<file path="config.mk">
export PLATFORM = sky130hd
export DESIGN_NAME = pte_cell
export DESIGN_NICKNAME = d
export VERILOG_FILES = /design/src/rtl/pte_pkg.sv /design/src/rtl/pte_cell.sv
export SDC_FILE = /design/constraint.sdc
export NUM_CORES = 1
export LEC_CHECK = 0
export BUFFER_PORTS_ARGS = -buffer_cell sky130_fd_sc_hd__buf_4
export CAP_MARGIN = 40
export CORE_AREA = 2 2 120 122
export DETAILED_ROUTE_END_ITERATION = 7
export DIE_AREA = 0 0 122 124
export HOLD_SLACK_MARGIN = 0.08
export PLACE_DENSITY = 0.6
export REMOVE_ABC_BUFFERS = 1
export SLEW_MARGIN = 10
export SYNTH_ARGS = -nofsm -noshare
export SYNTH_HDL_FRONTEND = slang
export SYNTH_SLANG_ARGS = --single-unit
</file>
<file path="constraint.sdc">
create_clock -name clk -period 7.1 [get_ports clk]
set_input_delay 0.71 -clock clk [delete_from_list [all_inputs] [get_ports clk]]
set_output_delay 0.71 -clock clk [all_outputs]
set_load 0.01 [all_outputs]
</file>
<file path="src/rtl/pte_pkg.sv">
// ----------------------------------------------------------------------------
// Piece table editor package
// Shared constants, codes and types of the piece table editor.
// ----------------------------------------------------------------------------
package pte_pkg;

	localparam int MaxPiecesDefault = 64;
	localparam int PosBitsDefault   = 32;
	localparam int FieldBits        = 32;
	localparam int CountBits        = 7;
	localparam int MaxResults       = 64;

	typedef enum logic [1:0] {
		OP_INSERT = 2'd0,
		OP_REMOVE = 2'd1,
		OP_DUMP   = 2'd2,
		OP_NONE   = 2'd3
	} opcode_t;

	typedef enum logic [2:0] {
		ST_DONE     = 3'd0,
		ST_IGNORED  = 3'd1,
		ST_FULL     = 3'd2,
		ST_OVERFLOW = 3'd3,
		ST_EMPTY    = 3'd4
	} status_t;

	// Command that every cell sees in the same cycle.
	typedef enum logic [3:0] {
		CC_HOLD   = 4'd0,
		CC_RELOAD = 4'd1,
		CC_SHR    = 4'd2, // take left neighbour when index > key
		CC_SHL    = 4'd3, // take right neighbour when index >= key
		CC_WRITE  = 4'd4, // load cell key with the write piece
		CC_ROTATE = 4'd5  // take right neighbour everywhere (dump walk)
	} cell_cmd_t;

endpackage

</file>
<file path="src/rtl/pte_cell.sv">
// ----------------------------------------------------------------------------
// Piece table cell
// Holds one piece descriptor and moves it to or from its neighbours.
// ----------------------------------------------------------------------------
module pte_cell #(
	parameter int POS_BITS = pte_pkg::PosBitsDefault,
	parameter int IDX_BITS = 6
) (
	input  logic                    clk,
	input  pte_pkg::cell_cmd_t      cmd,
	input  logic [IDX_BITS-1:0]     my_idx,
	input  logic [IDX_BITS-1:0]     key,
	input  logic                    first,
	input  logic [POS_BITS-1:0]     reload_len,
	input  logic                    wr_src,
	input  logic [POS_BITS-1:0]     wr_start,
	input  logic [POS_BITS-1:0]     wr_len,
	input  logic                    lt_src,
	input  logic [POS_BITS-1:0]     lt_start,
	input  logic [POS_BITS-1:0]     lt_len,
	input  logic                    rt_src,
	input  logic [POS_BITS-1:0]     rt_start,
	input  logic [POS_BITS-1:0]     rt_len,
	output logic                    src_q,
	output logic [POS_BITS-1:0]     start_q,
	output logic [POS_BITS-1:0]     len_q
);
	import pte_pkg::*;

	// Update the descriptor from the shared command
	always_ff @(posedge clk) begin
		unique case (cmd)
			CC_RELOAD: begin
				src_q   <= 1'b0;
				start_q <= '0;
				len_q   <= first ? reload_len : '0;
			end
			CC_SHR: if (my_idx > key) begin
				src_q <= lt_src; start_q <= lt_start; len_q <= lt_len;
			end
			CC_SHL: if (my_idx >= key) begin
				src_q <= rt_src; start_q <= rt_start; len_q <= rt_len;
			end
			CC_WRITE: if (my_idx == key) begin
				src_q <= wr_src; start_q <= wr_start; len_q <= wr_len;
			end
			CC_ROTATE: begin
				src_q <= rt_src; start_q <= rt_start; len_q <= rt_len;
			end
			default: ;
		endcase
	end
endmodule

</file>
# Word-level counts from Yosys, hierarchy flattened
# Index checks and enable logic that the tools add are counted.
# word_totals
wordCells,29
register_bits,65
# classes
n_eq_ne,9
n_mux,13
reduce_logical,2
n_lt_le_gt_ge,2
# op_table
operator,n
$pmux W32 S5,2
$mux W32,7
$eq A4 B2 Y1 const B,2
$eq A4 B3 Y1 const B,2
$eq A6 B6 Y1,1
$ge A6 B6 Y1,1
$gt A6 B6 Y1,1
$ne A2 B2 Y1 const B,3
$pmux W1 S5,1
$reduce_bool A5 Y1,1
$eq A4 B1 Y1 const B,1
$reduce_and A4 Y1,1
$mux W1,3

# Longest topological paths before layout
# Gate-level depths: netlist of run 1.
# logic_depth
word_depth,3
ltp_mapped,7
mapped_depth_nobuf,6

# Worst setup path before layout of run 1
# Ideal clock, no wire load.
# synth_path
path_kind,in2reg
start,input port key[2]
end,"register len_q[0], enable pin"
cell_stages,6
slack_ns,1.923
n_path_buf,0
arrival_time_ns,4.666
setup_ns,0.511
cell_sequence,inv_1 -> ha_1 -> nand4_1 -> o31ai_1 -> a21oi_1 -> o22ai_1
# synth_via
elab_chain_cells,3
word_cells_on_any_way,7
# synth_rtl
element,line_no,source
"start, declared",pte_cell.sv:12,"input logic [IDX_BITS-1:0] key,"
$ge A6 B6 Y1 (tied with other cells),pte_cell.sv:41,CC_SHL: if (my_idx >= key) begin
$ne A2 B2 Y1 (no source line),--,
$reduce_and A4 Y1 (no source line) (*),--,
"end signal, assigned",pte_cell.sv:39,src_q <= lt_src; start_q <= lt_start; len_q <= lt_len;
"end signal, assigned",pte_cell.sv:42,src_q <= rt_src; start_q <= rt_start; len_q <= rt_len;
"end signal, assigned",pte_cell.sv:45,src_q <= wr_src; start_q <= wr_start; len_q <= wr_len;
"end, declared",pte_cell.sv:26,output logic [POS_BITS-1:0] len_q
# Mark *: on every way between the ends. The rest lies on a longest branch, timed or not.
# A chain may end at the register's enable or synchronous reset.

# Worst setup path after layout of run 1
# layout_path
start,input port cmd[3]
end,"register start_q[21], enable pin"
# layout_via
elab_chain_cells,3
word_cells_on_any_way,10
# layout_rtl
element,line_no,source
"start, declared",pte_cell.sv:10,"input pte_pkg::cell_cmd_t cmd,"
$eq A4 B3 Y1 (tied with other cells),pte_cell.sv:32,unique case (cmd)
$reduce_bool A5 Y1 (no source line) or $ne A2 B2 Y1 (tied branches),--,
$reduce_and A4 Y1 (no source line) (*),--,
"end signal, assigned",pte_cell.sv:39,
"end signal, assigned",pte_cell.sv:42,
"end signal, assigned",pte_cell.sv:45,
"end, declared",pte_cell.sv:25,"output logic [POS_BITS-1:0] start_q,"
# Marks and branches as above.

==> impl_metrics.yaml, run 1 <==
route:
  drt-total-wl_um: 14800
  ant_nets: 0
  wl_per_cell_um: 18.1
  vias_per_cell: 5.19
  num_vias: 4265
  drc: 0
  first_pass_iters: 8
  drtIter0Drc: 299
sta:
  tightest_slew_ns: 0.848
  finalCritPeriodShare: 0.394
  fmaxAchievable_mhz: 358
  setup_ws_ns: 4.31
  relSlewSlack: 0.435
  report.final.slew_viol_count: 0
  timing_hold_violations_final: 0
  fin_setup_tns_ns: 0
  grt_setup_unrepaired: "no"
  setup_viol: 0
  fin_crit_ns: 2.79
worst_setup_path:
  cp_num_cells: 6
  cp-startpoint: "cmd[3]"
  worstPathMaxFanout: 35
  timing.critical_path.buf_inv: 3
  endpoint_kind: "register"
  crit_path_start_kind: "input port"
  path_cells: "buf_4 -> nor3b_4 -> buf_4 -> o221ai_1 -> o22ai_4 -> buf_4"
  required_ns: 7.07
  cpPeakStageDelay_ns: 0.53
  worstSetupPathType: "in -> reg"
  cp_slowest_cell: "o22ai_4"
  crit_family: "buffers and inverters"
  worstPathArrival_ns: 2.76
  crit_top_cell: "buf_4"
run_status:
  status: "finished clean"
cts:
  htree_levels: 3
  post_cts_buffers: 0
  cts_resized: 0
  cts_sinks: 65
  cts_tree: "yes"
  clkTransAtPathRegs_ns: 0.06
  holdBufCountCts: 0
  cts_made_buffers: 9
  root_buffer: "clkbuf_16"
  clockBufferDepth: 2
power:
  leakagePower_nw: 2.74
  power.density_mw_per_mm2: 184
  peakVddDrop_mv: 0.0881
  power_mw: 1.20
placed_design:
  gp_congestion: 0.812
  hpwl_um: 11400
  dpl_cell_area_mm2: 0.00622
  dp_slack_ns: 3.90
  io_buffers: 309
grt:
  grt_pass1_vias: 4263
  grt_max_degree: 68
  grt_pass1_wl_um: 21400
  antenna_found_initial: 0
  grt_usage: 0.185
  overflow: 0
floorplanning:
  die_width_um: 122
  fp-row-count: 43
  initial_core_util: 0.269
  dieArea_mm2: 0.0151
  io_pins: 310
  fp.coreArea_mm2: 0.0137
  die_h_um: 124
hold_path:
  min_path_cells: 3
  worstHoldStart: "lt_start[6]"
  hold_path.class: "in -> reg"
layout:
  fin_nets: 887
  drive_gt1_frac: 0.532
  finish.instance_area_mm2: 0.00654
  diodes: 0
  final_util: 0.476
  areaGrowthSynthToFinish_pct: 77.2
  fillCellCount: 1296
synthesis:
  seq_area_frac_synth: 0.529
  avgSynthCellArea_um2: 10.8
  ys_ff_latch: 65
  synth_warnings: 0
  netlist_area_mm2: 0.00369
  postSynthCellCount: 343
  yosysUniqueCellTypes: 29
run:
  cap_violations: 0
per-layer routing:
metal  wire length [µm]  global-route usage  vias to the layer above  share of wire
met5                  0                   0                        -              0
met4                520              0.0912                        0          0.035
met3               1580              0.0618                       41           0.11
met2               7560               0.334                      254           0.51
met1               5170               0.193                     1988           0.35
li1                   -                   -                     1982              -
sequential cells by signal, indices dropped and copies added, names as in the netlist:
name and count:
src_q 1, start_q 32, len_q 32
cell usage after synthesis:
cell	n	area share
a211o_1	1	0.0024
a21o_1	1	0.0020
a21oi_1	35	0.047
a222oi_1	18	0.049
a22oi_1	15	0.031
a31o_1	31	0.074
a31o_2	1	0.0024
a31oi_1	1	0.0017
a32oi_1	32	0.076
buf_1	1	0.0010
buf_2	15	0.020
buf_4	3	0.0061
clkbuf_1	18	0.018
edfxtp_1	65	0.53
ha_1	6	0.020
inv_1	7	0.0071
nand2_1	49	0.050
nand2b_1	2	0.0034
nand3_1	15	0.020
nand4_1	1	0.0017
nor2_1	18	0.018
nor3_1	1	0.0014
nor3_2	1	0.0027
nor3b_2	1	0.0034
nor4b_2	1	0.0041
o21ai_0	1	0.0014
o221ai_1	1	0.0024
o22ai_1	1	0.0017
o31ai_1	1	0.0020
power breakdown:
| part | leakage, nW | internal [mW] | switching [mW] |
|---|---|---|---|
| sequential | 0.531 | 0.459 | 0.00876 |
| combinational | 2.05 | 0.155 | 0.116 |
| clock | 0.155 | 0.307 | 0.159 |
final timing paths:
check | to | slack [ns]
worst max-delay path | start_q[21]$_DFFE_PP_ | 4.31
worst min-delay path | start_q[6]$_DFFE_PP_ | 0.68
layout by cell type (no fill, tap or decap), drive strengths merged:
cell type,Yosys,layout
a222oi,18,18
a22oi,15,15
o22ai,1,1
o21ai,1,1
a31o,32,32
nand2b,2,2
a211o,1,1
nor2,18,18
buf,19,319
nor4b,1,1
nand3,15,15
clkbuf,18,9
edfxtp,65,65
clkinvlp,0,1
nor3b,1,1
o221ai,1,1
nand2,49,49
a21o,1,1
ha,6,6
a32oi,32,32
bufinv,0,2
nor3,2,2
nand4,1,1
inv,7,7
clkinv,0,4
a31oi,1,1
o31ai,1,1
a21oi,35,35
cell families after synthesis:
group | Yosys count | synth area share
AOI/OAI and AO/OA | 139 | 0.292
and+or+nand+nor | 89 | 0.105
DFF | 65 | 0.529
buffers and inverters | 44 | 0.0529
adders and majority gates | 6 | 0.0204
through the flow:
step,std cells,hold WS [ns]
after floorplan,306,0.907
after global routing,821,0.677
after CTS,821,0.664
after global placement,802,1.00
after detailed placement,805,1.00
final,821,0.675
cell type report:
type / instances / area, µm² / share of cell area
well taps: 180 / 225 / 0.0345
multi-input cells: 234 / 1580 / 0.241
flip-flops and latches: 65 / 1950 / 0.299
clock inverters: 7 / 95.1 / 0.0145
clock buffers: 9 / 225 / 0.0345
inverters: 7 / 26.3 / 0.00402
repair buffers: 319 / 2430 / 0.373
(Power assumes the default switching activity.)
==> inputs of run 2 (changes only) <==
--- a/config.mk
+++ b/config.mk
@@ -7,11 +7,11 @@
 export LEC_CHECK = 0
 export BUFFER_PORTS_ARGS = -buffer_cell sky130_fd_sc_hd__buf_4
 export CAP_MARGIN = 40
-export CORE_AREA = 2 2 120 122
+export CORE_AREA = 2 2 119 121
 export DETAILED_ROUTE_END_ITERATION = 7
-export DIE_AREA = 0 0 122 124
+export DIE_AREA = 0 0 121 123
 export HOLD_SLACK_MARGIN = 0.08
-export PLACE_DENSITY = 0.6
+export PLACE_DENSITY = 0.63
 export REMOVE_ABC_BUFFERS = 1
 export SLEW_MARGIN = 10
 export SYNTH_ARGS = -nofsm -noshare
==> constraint.sdc (replaced) <==
create_clock -name clk -period 2.3 [get_ports clk]
set_input_delay 0.23 -clock clk [delete_from_list [all_inputs] [get_ports clk]]
set_output_delay 0.23 -clock clk [all_outputs]
set_load 0.01 [all_outputs]
==> impl_metrics.yaml, run 2 (synthesis gave the netlist of run 1 again) <==
layout:
  top_regs: "len_q (32), start_q (32), src_q (1)"
  areaGrowthSynthToFinish_pct: 78.2
  fillCellCount: 1319
  fin_nets: 889
  final_util: 0.483
  drive_gt1_frac: 0.533
  layout_commonest_cell: "buf_4"
  final_cell_mix: "318 x buf_4, 65 x edfxtp_1, 49 x nand2_1, 35 x a21oi_1, 32 x a32oi_1"
  diodes: 0
sta:
  fin_crit_ns: 1.63
  setup_viol: 0
  relSlewSlack: 0.674
  tightest_slew_ns: 0.488
  grt_setup_unrepaired: "no"
  finalCritPeriodShare: 0.710
  report.final.slew_viol_count: 0
  fmaxAchievable_mhz: 612
  setup_ws_ns: 0.667
  timing_hold_violations_final: 0
cts:
  clkTransAtPathRegs_ns: 0.06
  clockBufferDepth: 2
  holdBufCountCts: 0
  post_cts_buffers: 0
  cts_tree: "yes"
  cts_resized: 0
  root_buffer: "clkbuf_16"
  htree_levels: 3
  cts_sinks: 65
  cts_made_buffers: 9
grt:
  grt_pass1_vias: 4251
  grt_pass1_wl_um: 21700
  antenna_found_initial: 0
  overflow: 0
  grt_usage: 0.192
  grt_max_degree: 56
run:
  cap_violations: 0
hold_path:
  hold_path.class: "in -> reg"
  min_path_cells: 3
worst_setup_path:
  cp_slowest_cell: "ha_1"
  worstSetupPathType: "in -> reg"
  worstPathArrival_ns: 1.66
  endpoint_kind: "register"
  worstPathMaxFanout: 32
  cp-endpoint: "start_q[22]$_DFFE_PP_"
  crit_path_start_kind: "input port"
  cp-startpoint: "my_idx[2]"
  path_cells: "buf_4 -> ha_1 -> nand4_1 -> o31ai_1 -> a21oi_1 -> o22ai_4 -> buf_12"
  cpPeakStageDelay_ns: 0.31
  cp_num_cells: 7
  crit_family: "compound AO/OA/AOI/OAI gates"
  required_ns: 2.33
  timing.critical_path.buf_inv: 2
floorplanning:
  initial_core_util: 0.271
  dieArea_mm2: 0.0149
  fp-row-count: 43
  io_pins: 310
  die_width_um: 121
  die_h_um: 123
  fp.coreArea_mm2: 0.0136
power:
  switching_share: 0.235
  switchingPower_mw: 0.908
  peakVddDrop_mv: 0.277
  clockPowerShare: 0.410
  seq_power_share: 0.374
  power.internal_mw: 2.95
  leakagePower_nw: 2.75
  power.density_mw_per_mm2: 588
  pwr-share-comb: 0.217
route:
  drt-total-wl_um: 15100
  drc: 0
  first_pass_iters: 6
  wl_per_cell_um: 18.3
  drtIter0Drc: 287
  ant_nets: 0
  num_vias: 4277
  vias_per_cell: 5.20
placed_design:
  hpwl_um: 11000
  io_buffers: 309
  gp_congestion: 0.835
  dp_slack_ns: 0.338
run_status:
  status: "finished clean"
run 2: worst min path at each step:
stage | slack [ns] | to | start
after floorplan | 0.43 | src_q$_DFFE_PP_ | lt_src
after global placement | 0.52 | start_q[29]$_DFFE_PP_ | lt_start[29]
after detailed placement | 0.52 | start_q[21]$_DFFE_PP_ | lt_start[21]
after CTS | 0.17 | start_q[21]$_DFFE_PP_ | lt_start[21]
after global routing | 0.19 | start_q[1]$_DFFE_PP_ | lt_start[1]
final | 0.19 | start_q[1]$_DFFE_PP_ | lt_start[1]
run 2: per-layer routing:
metal  GRT usage  wire (µm)
met1       0.212       5600
met2       0.348       7620
met3      0.0595       1600
met4      0.0683        232
met5           0          0
run 2: through the flow:
stage          instances  setup TNS [ns]  power, mW  hold WS, ns  cell area [µm²]
3_3_place_gp         807               0       2.29        0.518             6230
6_report             823               0       3.86        0.188             6570
4_1_cts              823               0       3.91        0.172             6570
2_1_floorplan        306         -265.54       1.72        0.427             3520
5_1_grt              823               0       4.00        0.186             6570
3_5_place_dp         807               0       2.31        0.524             6230
run 2: tightest hold or removal path, cell delays in order:
cell,delay (ns)
buf_4,0.08
a22oi_1,0.05
nand2_1,0.05
run 2: layout make-up:
| type | instances | area [µm²] | share of cell area |
|---|---|---|---|
| Tap cell | 180 | 225 | 0.0343 |
| Sequential cell | 65 | 1950 | 0.297 |
| Timing Repair Buffer | 321 | 2450 | 0.372 |
| Inverter | 7 | 26.3 | 0.00400 |
| Multi-Input combinational cell | 234 | 1580 | 0.240 |
| Clock inverter | 7 | 119 | 0.0181 |
| Clock buffer | 9 | 225 | 0.0343 |
run 2: power groups by stage:
stage	Sequential (mW)	Combinational (mW)	Clock, mW
after floorplan	1.53	0.196	0
after detailed placement	1.47	0.841	0
after global placement	1.47	0.826	0
after global routing	1.45	0.904	1.65
final	1.44	0.837	1.58
after CTS	1.45	0.843	1.62
==> inputs of run 3 (changes only) <==
==> constraint.sdc (replaced) <==
create_clock -name clk -period 1.5 [get_ports clk]
set_input_delay 0.15 -clock clk [delete_from_list [all_inputs] [get_ports clk]]
set_output_delay 0.15 -clock clk [all_outputs]
set_load 0.01 [all_outputs]
==> impl_metrics.yaml, run 3 (synthesis gave the netlist of run 1 again) <==
run_status:
  status: "complete, but fails checks"
  violations: "negative setup slack"
floorplanning:
  initial_core_util: 0.271
  io_pins: 310
  fp.coreArea_mm2: 0.0136
  die_width_um: 121
  dieArea_mm2: 0.0149
  fp-row-count: 43
  die_h_um: 123
layout:
  final_cell_mix: "321 x buf_4, 65 x edfxtp_1, 48 x nand2_1, 34 x a21oi_1, 32 x a32oi_1"
  layout_commonest_cell: "buf_4"
  drive_gt1_frac: 0.576
  fin_nets: 920
  diodes: 0
  areaGrowthSynthToFinish_pct: 95.6
  top_regs: "len_q (32), start_q (32), src_q (1)"
  finish.instance_area_mm2: 0.00721
  fillCellCount: 1246
power:
  pwr-share-comb: 0.241
  switching_share: 0.228
  peakVddDrop_mv: 0.455
  switchingPower_mw: 1.43
  seq_power_share: 0.353
  clockPowerShare: 0.406
  power_mw: 6.28
  leakagePower_nw: 3.01
  power.internal_mw: 4.85
  power.density_mw_per_mm2: 871
route:
  wl_per_cell_um: 19.0
  first_pass_iters: 8
  vias_per_cell: 5.17
  drtIter0Drc: 290
  num_vias: 4412
  drt-total-wl_um: 16200
  ant_nets: 0
  drc: 0
worst_setup_path:
  cp-startpoint: "key[3]"
  worstPathMaxFanout: 8
  endpoint_kind: "register"
  worstSetupPathType: "in -> reg"
  worstPathArrival_ns: 1.71
  crit_path_start_kind: "input port"
  required_ns: 1.54
cts:
  clkTransAtPathRegs_ns: 0.05
  cts_sinks: 65
  holdBufCountCts: 0
  cts_made_buffers: 9
  htree_levels: 3
  cts_tree: "yes"
  clockBufferDepth: 2
  root_buffer: "clkbuf_16"
grt:
  grt_usage: 0.200
  grt_pass1_vias: 4383
  antenna_found_initial: 0
  grt_max_degree: 39
  overflow: 0
  grt_pass1_wl_um: 22900
sta:
  setup_viol: 65
  relSlewSlack: 0.671
  report.final.slew_viol_count: 0
  fmaxAchievable_mhz: 597
  timing_hold_violations_final: 0
  setup_ws_ns: -0.176
  grt_setup_unrepaired: "yes"
  tightest_slew_ns: 0.493
  finalCritPeriodShare: 1.12
  fin_crit_ns: 1.68
run:
  cap_violations: 0
placed_design:
  dpl_cell_area_mm2: 0.00645
  io_buffers: 309
  gp_congestion: 0.812
  hpwl_um: 11700
hold_path:
  hold_path.class: "in -> reg"
  worstHoldStart: "lt_start[23]"
==> run 3: cell types whose count changed in the layout (fill, tap and decap cells not counted), sizes merged <==
cell,delta
clkinvlp,-2
clkbuf,+4
buf,+28
bufinv,+1
==> run 3: metrics by stage <==
step                       util  instances  hold WS [ns]  setup slack [ns]  TNS (ns)
final                     0.530        854         0.120            -0.176     -9.42
after global routing      0.530        854         0.116            -0.267    -15.28
after CTS                 0.516        850         0.102           -0.0131    -0.352
after detailed placement  0.474        825         0.440            -0.366    -32.64
after global placement    0.472        824         0.435            -0.340    -35.97
after floorplan               -        306         0.347             -3.59   -359.14
==> run 3: final cells by class <==
cell class	instances	area (µm²)	area share
Multi-Input combinational cell	234	1710	0.236
Clock buffer	10	229	0.0317
Tap cell	180	225	0.0312
Inverter	7	36.3	0.00503
Timing Repair Buffer	352	2940	0.407
Sequential cell	65	1950	0.271
Clock inverter	6	130	0.0180
==> run 3: repair_timing <==
item / in CTS / in global routing
gates cloned: 3 / 4
endpoints found under the setup margin: 65 / 66
pin swaps: 5 / 2
setup buffers: 7 / 0
resized for setup: 15 / 26
==> run 3: worst max-delay path: stages <==
cell and delay, ns:
buf_8 0.07, inv_4 0.03, ha_4 0.26, nand4_1 0.24, nor3_1 0.34, a21oi_2 0.08, o22ai_4 0.16, buf_6 0.13
buf_6 0.12, buf_12 0.13
==> run 3: worst paths after layout <==
kind | cells past startpoint | slack (ns) | end
max | 10 | -0.18 | len_q[1]$_DFFE_PP_
min | 3 | 0.12 | start_q[23]$_DFFE_PP_
==> run 3: metal layers <==
metal  global-route usage  routed length (µm)  share of wire  vias up
li1                     -                   -              -     2053
met4               0.0821                 365          0.022        0
met2                0.351                8240           0.51      262
met1                0.233                6080           0.37     2068
met5                    0                   0              0        -
met3               0.0521                1540          0.095       29
==> run 3: power groups by stage <==
stage	registers, mW	clock network [mW]	logic [mW]
detailed placement	2.25	0	1.35
floorplan	2.34	0	0.301
CTS	2.22	2.60	1.44
global route	2.23	2.66	1.62
global placement	2.25	0	1.33
finish	2.22	2.55	1.51
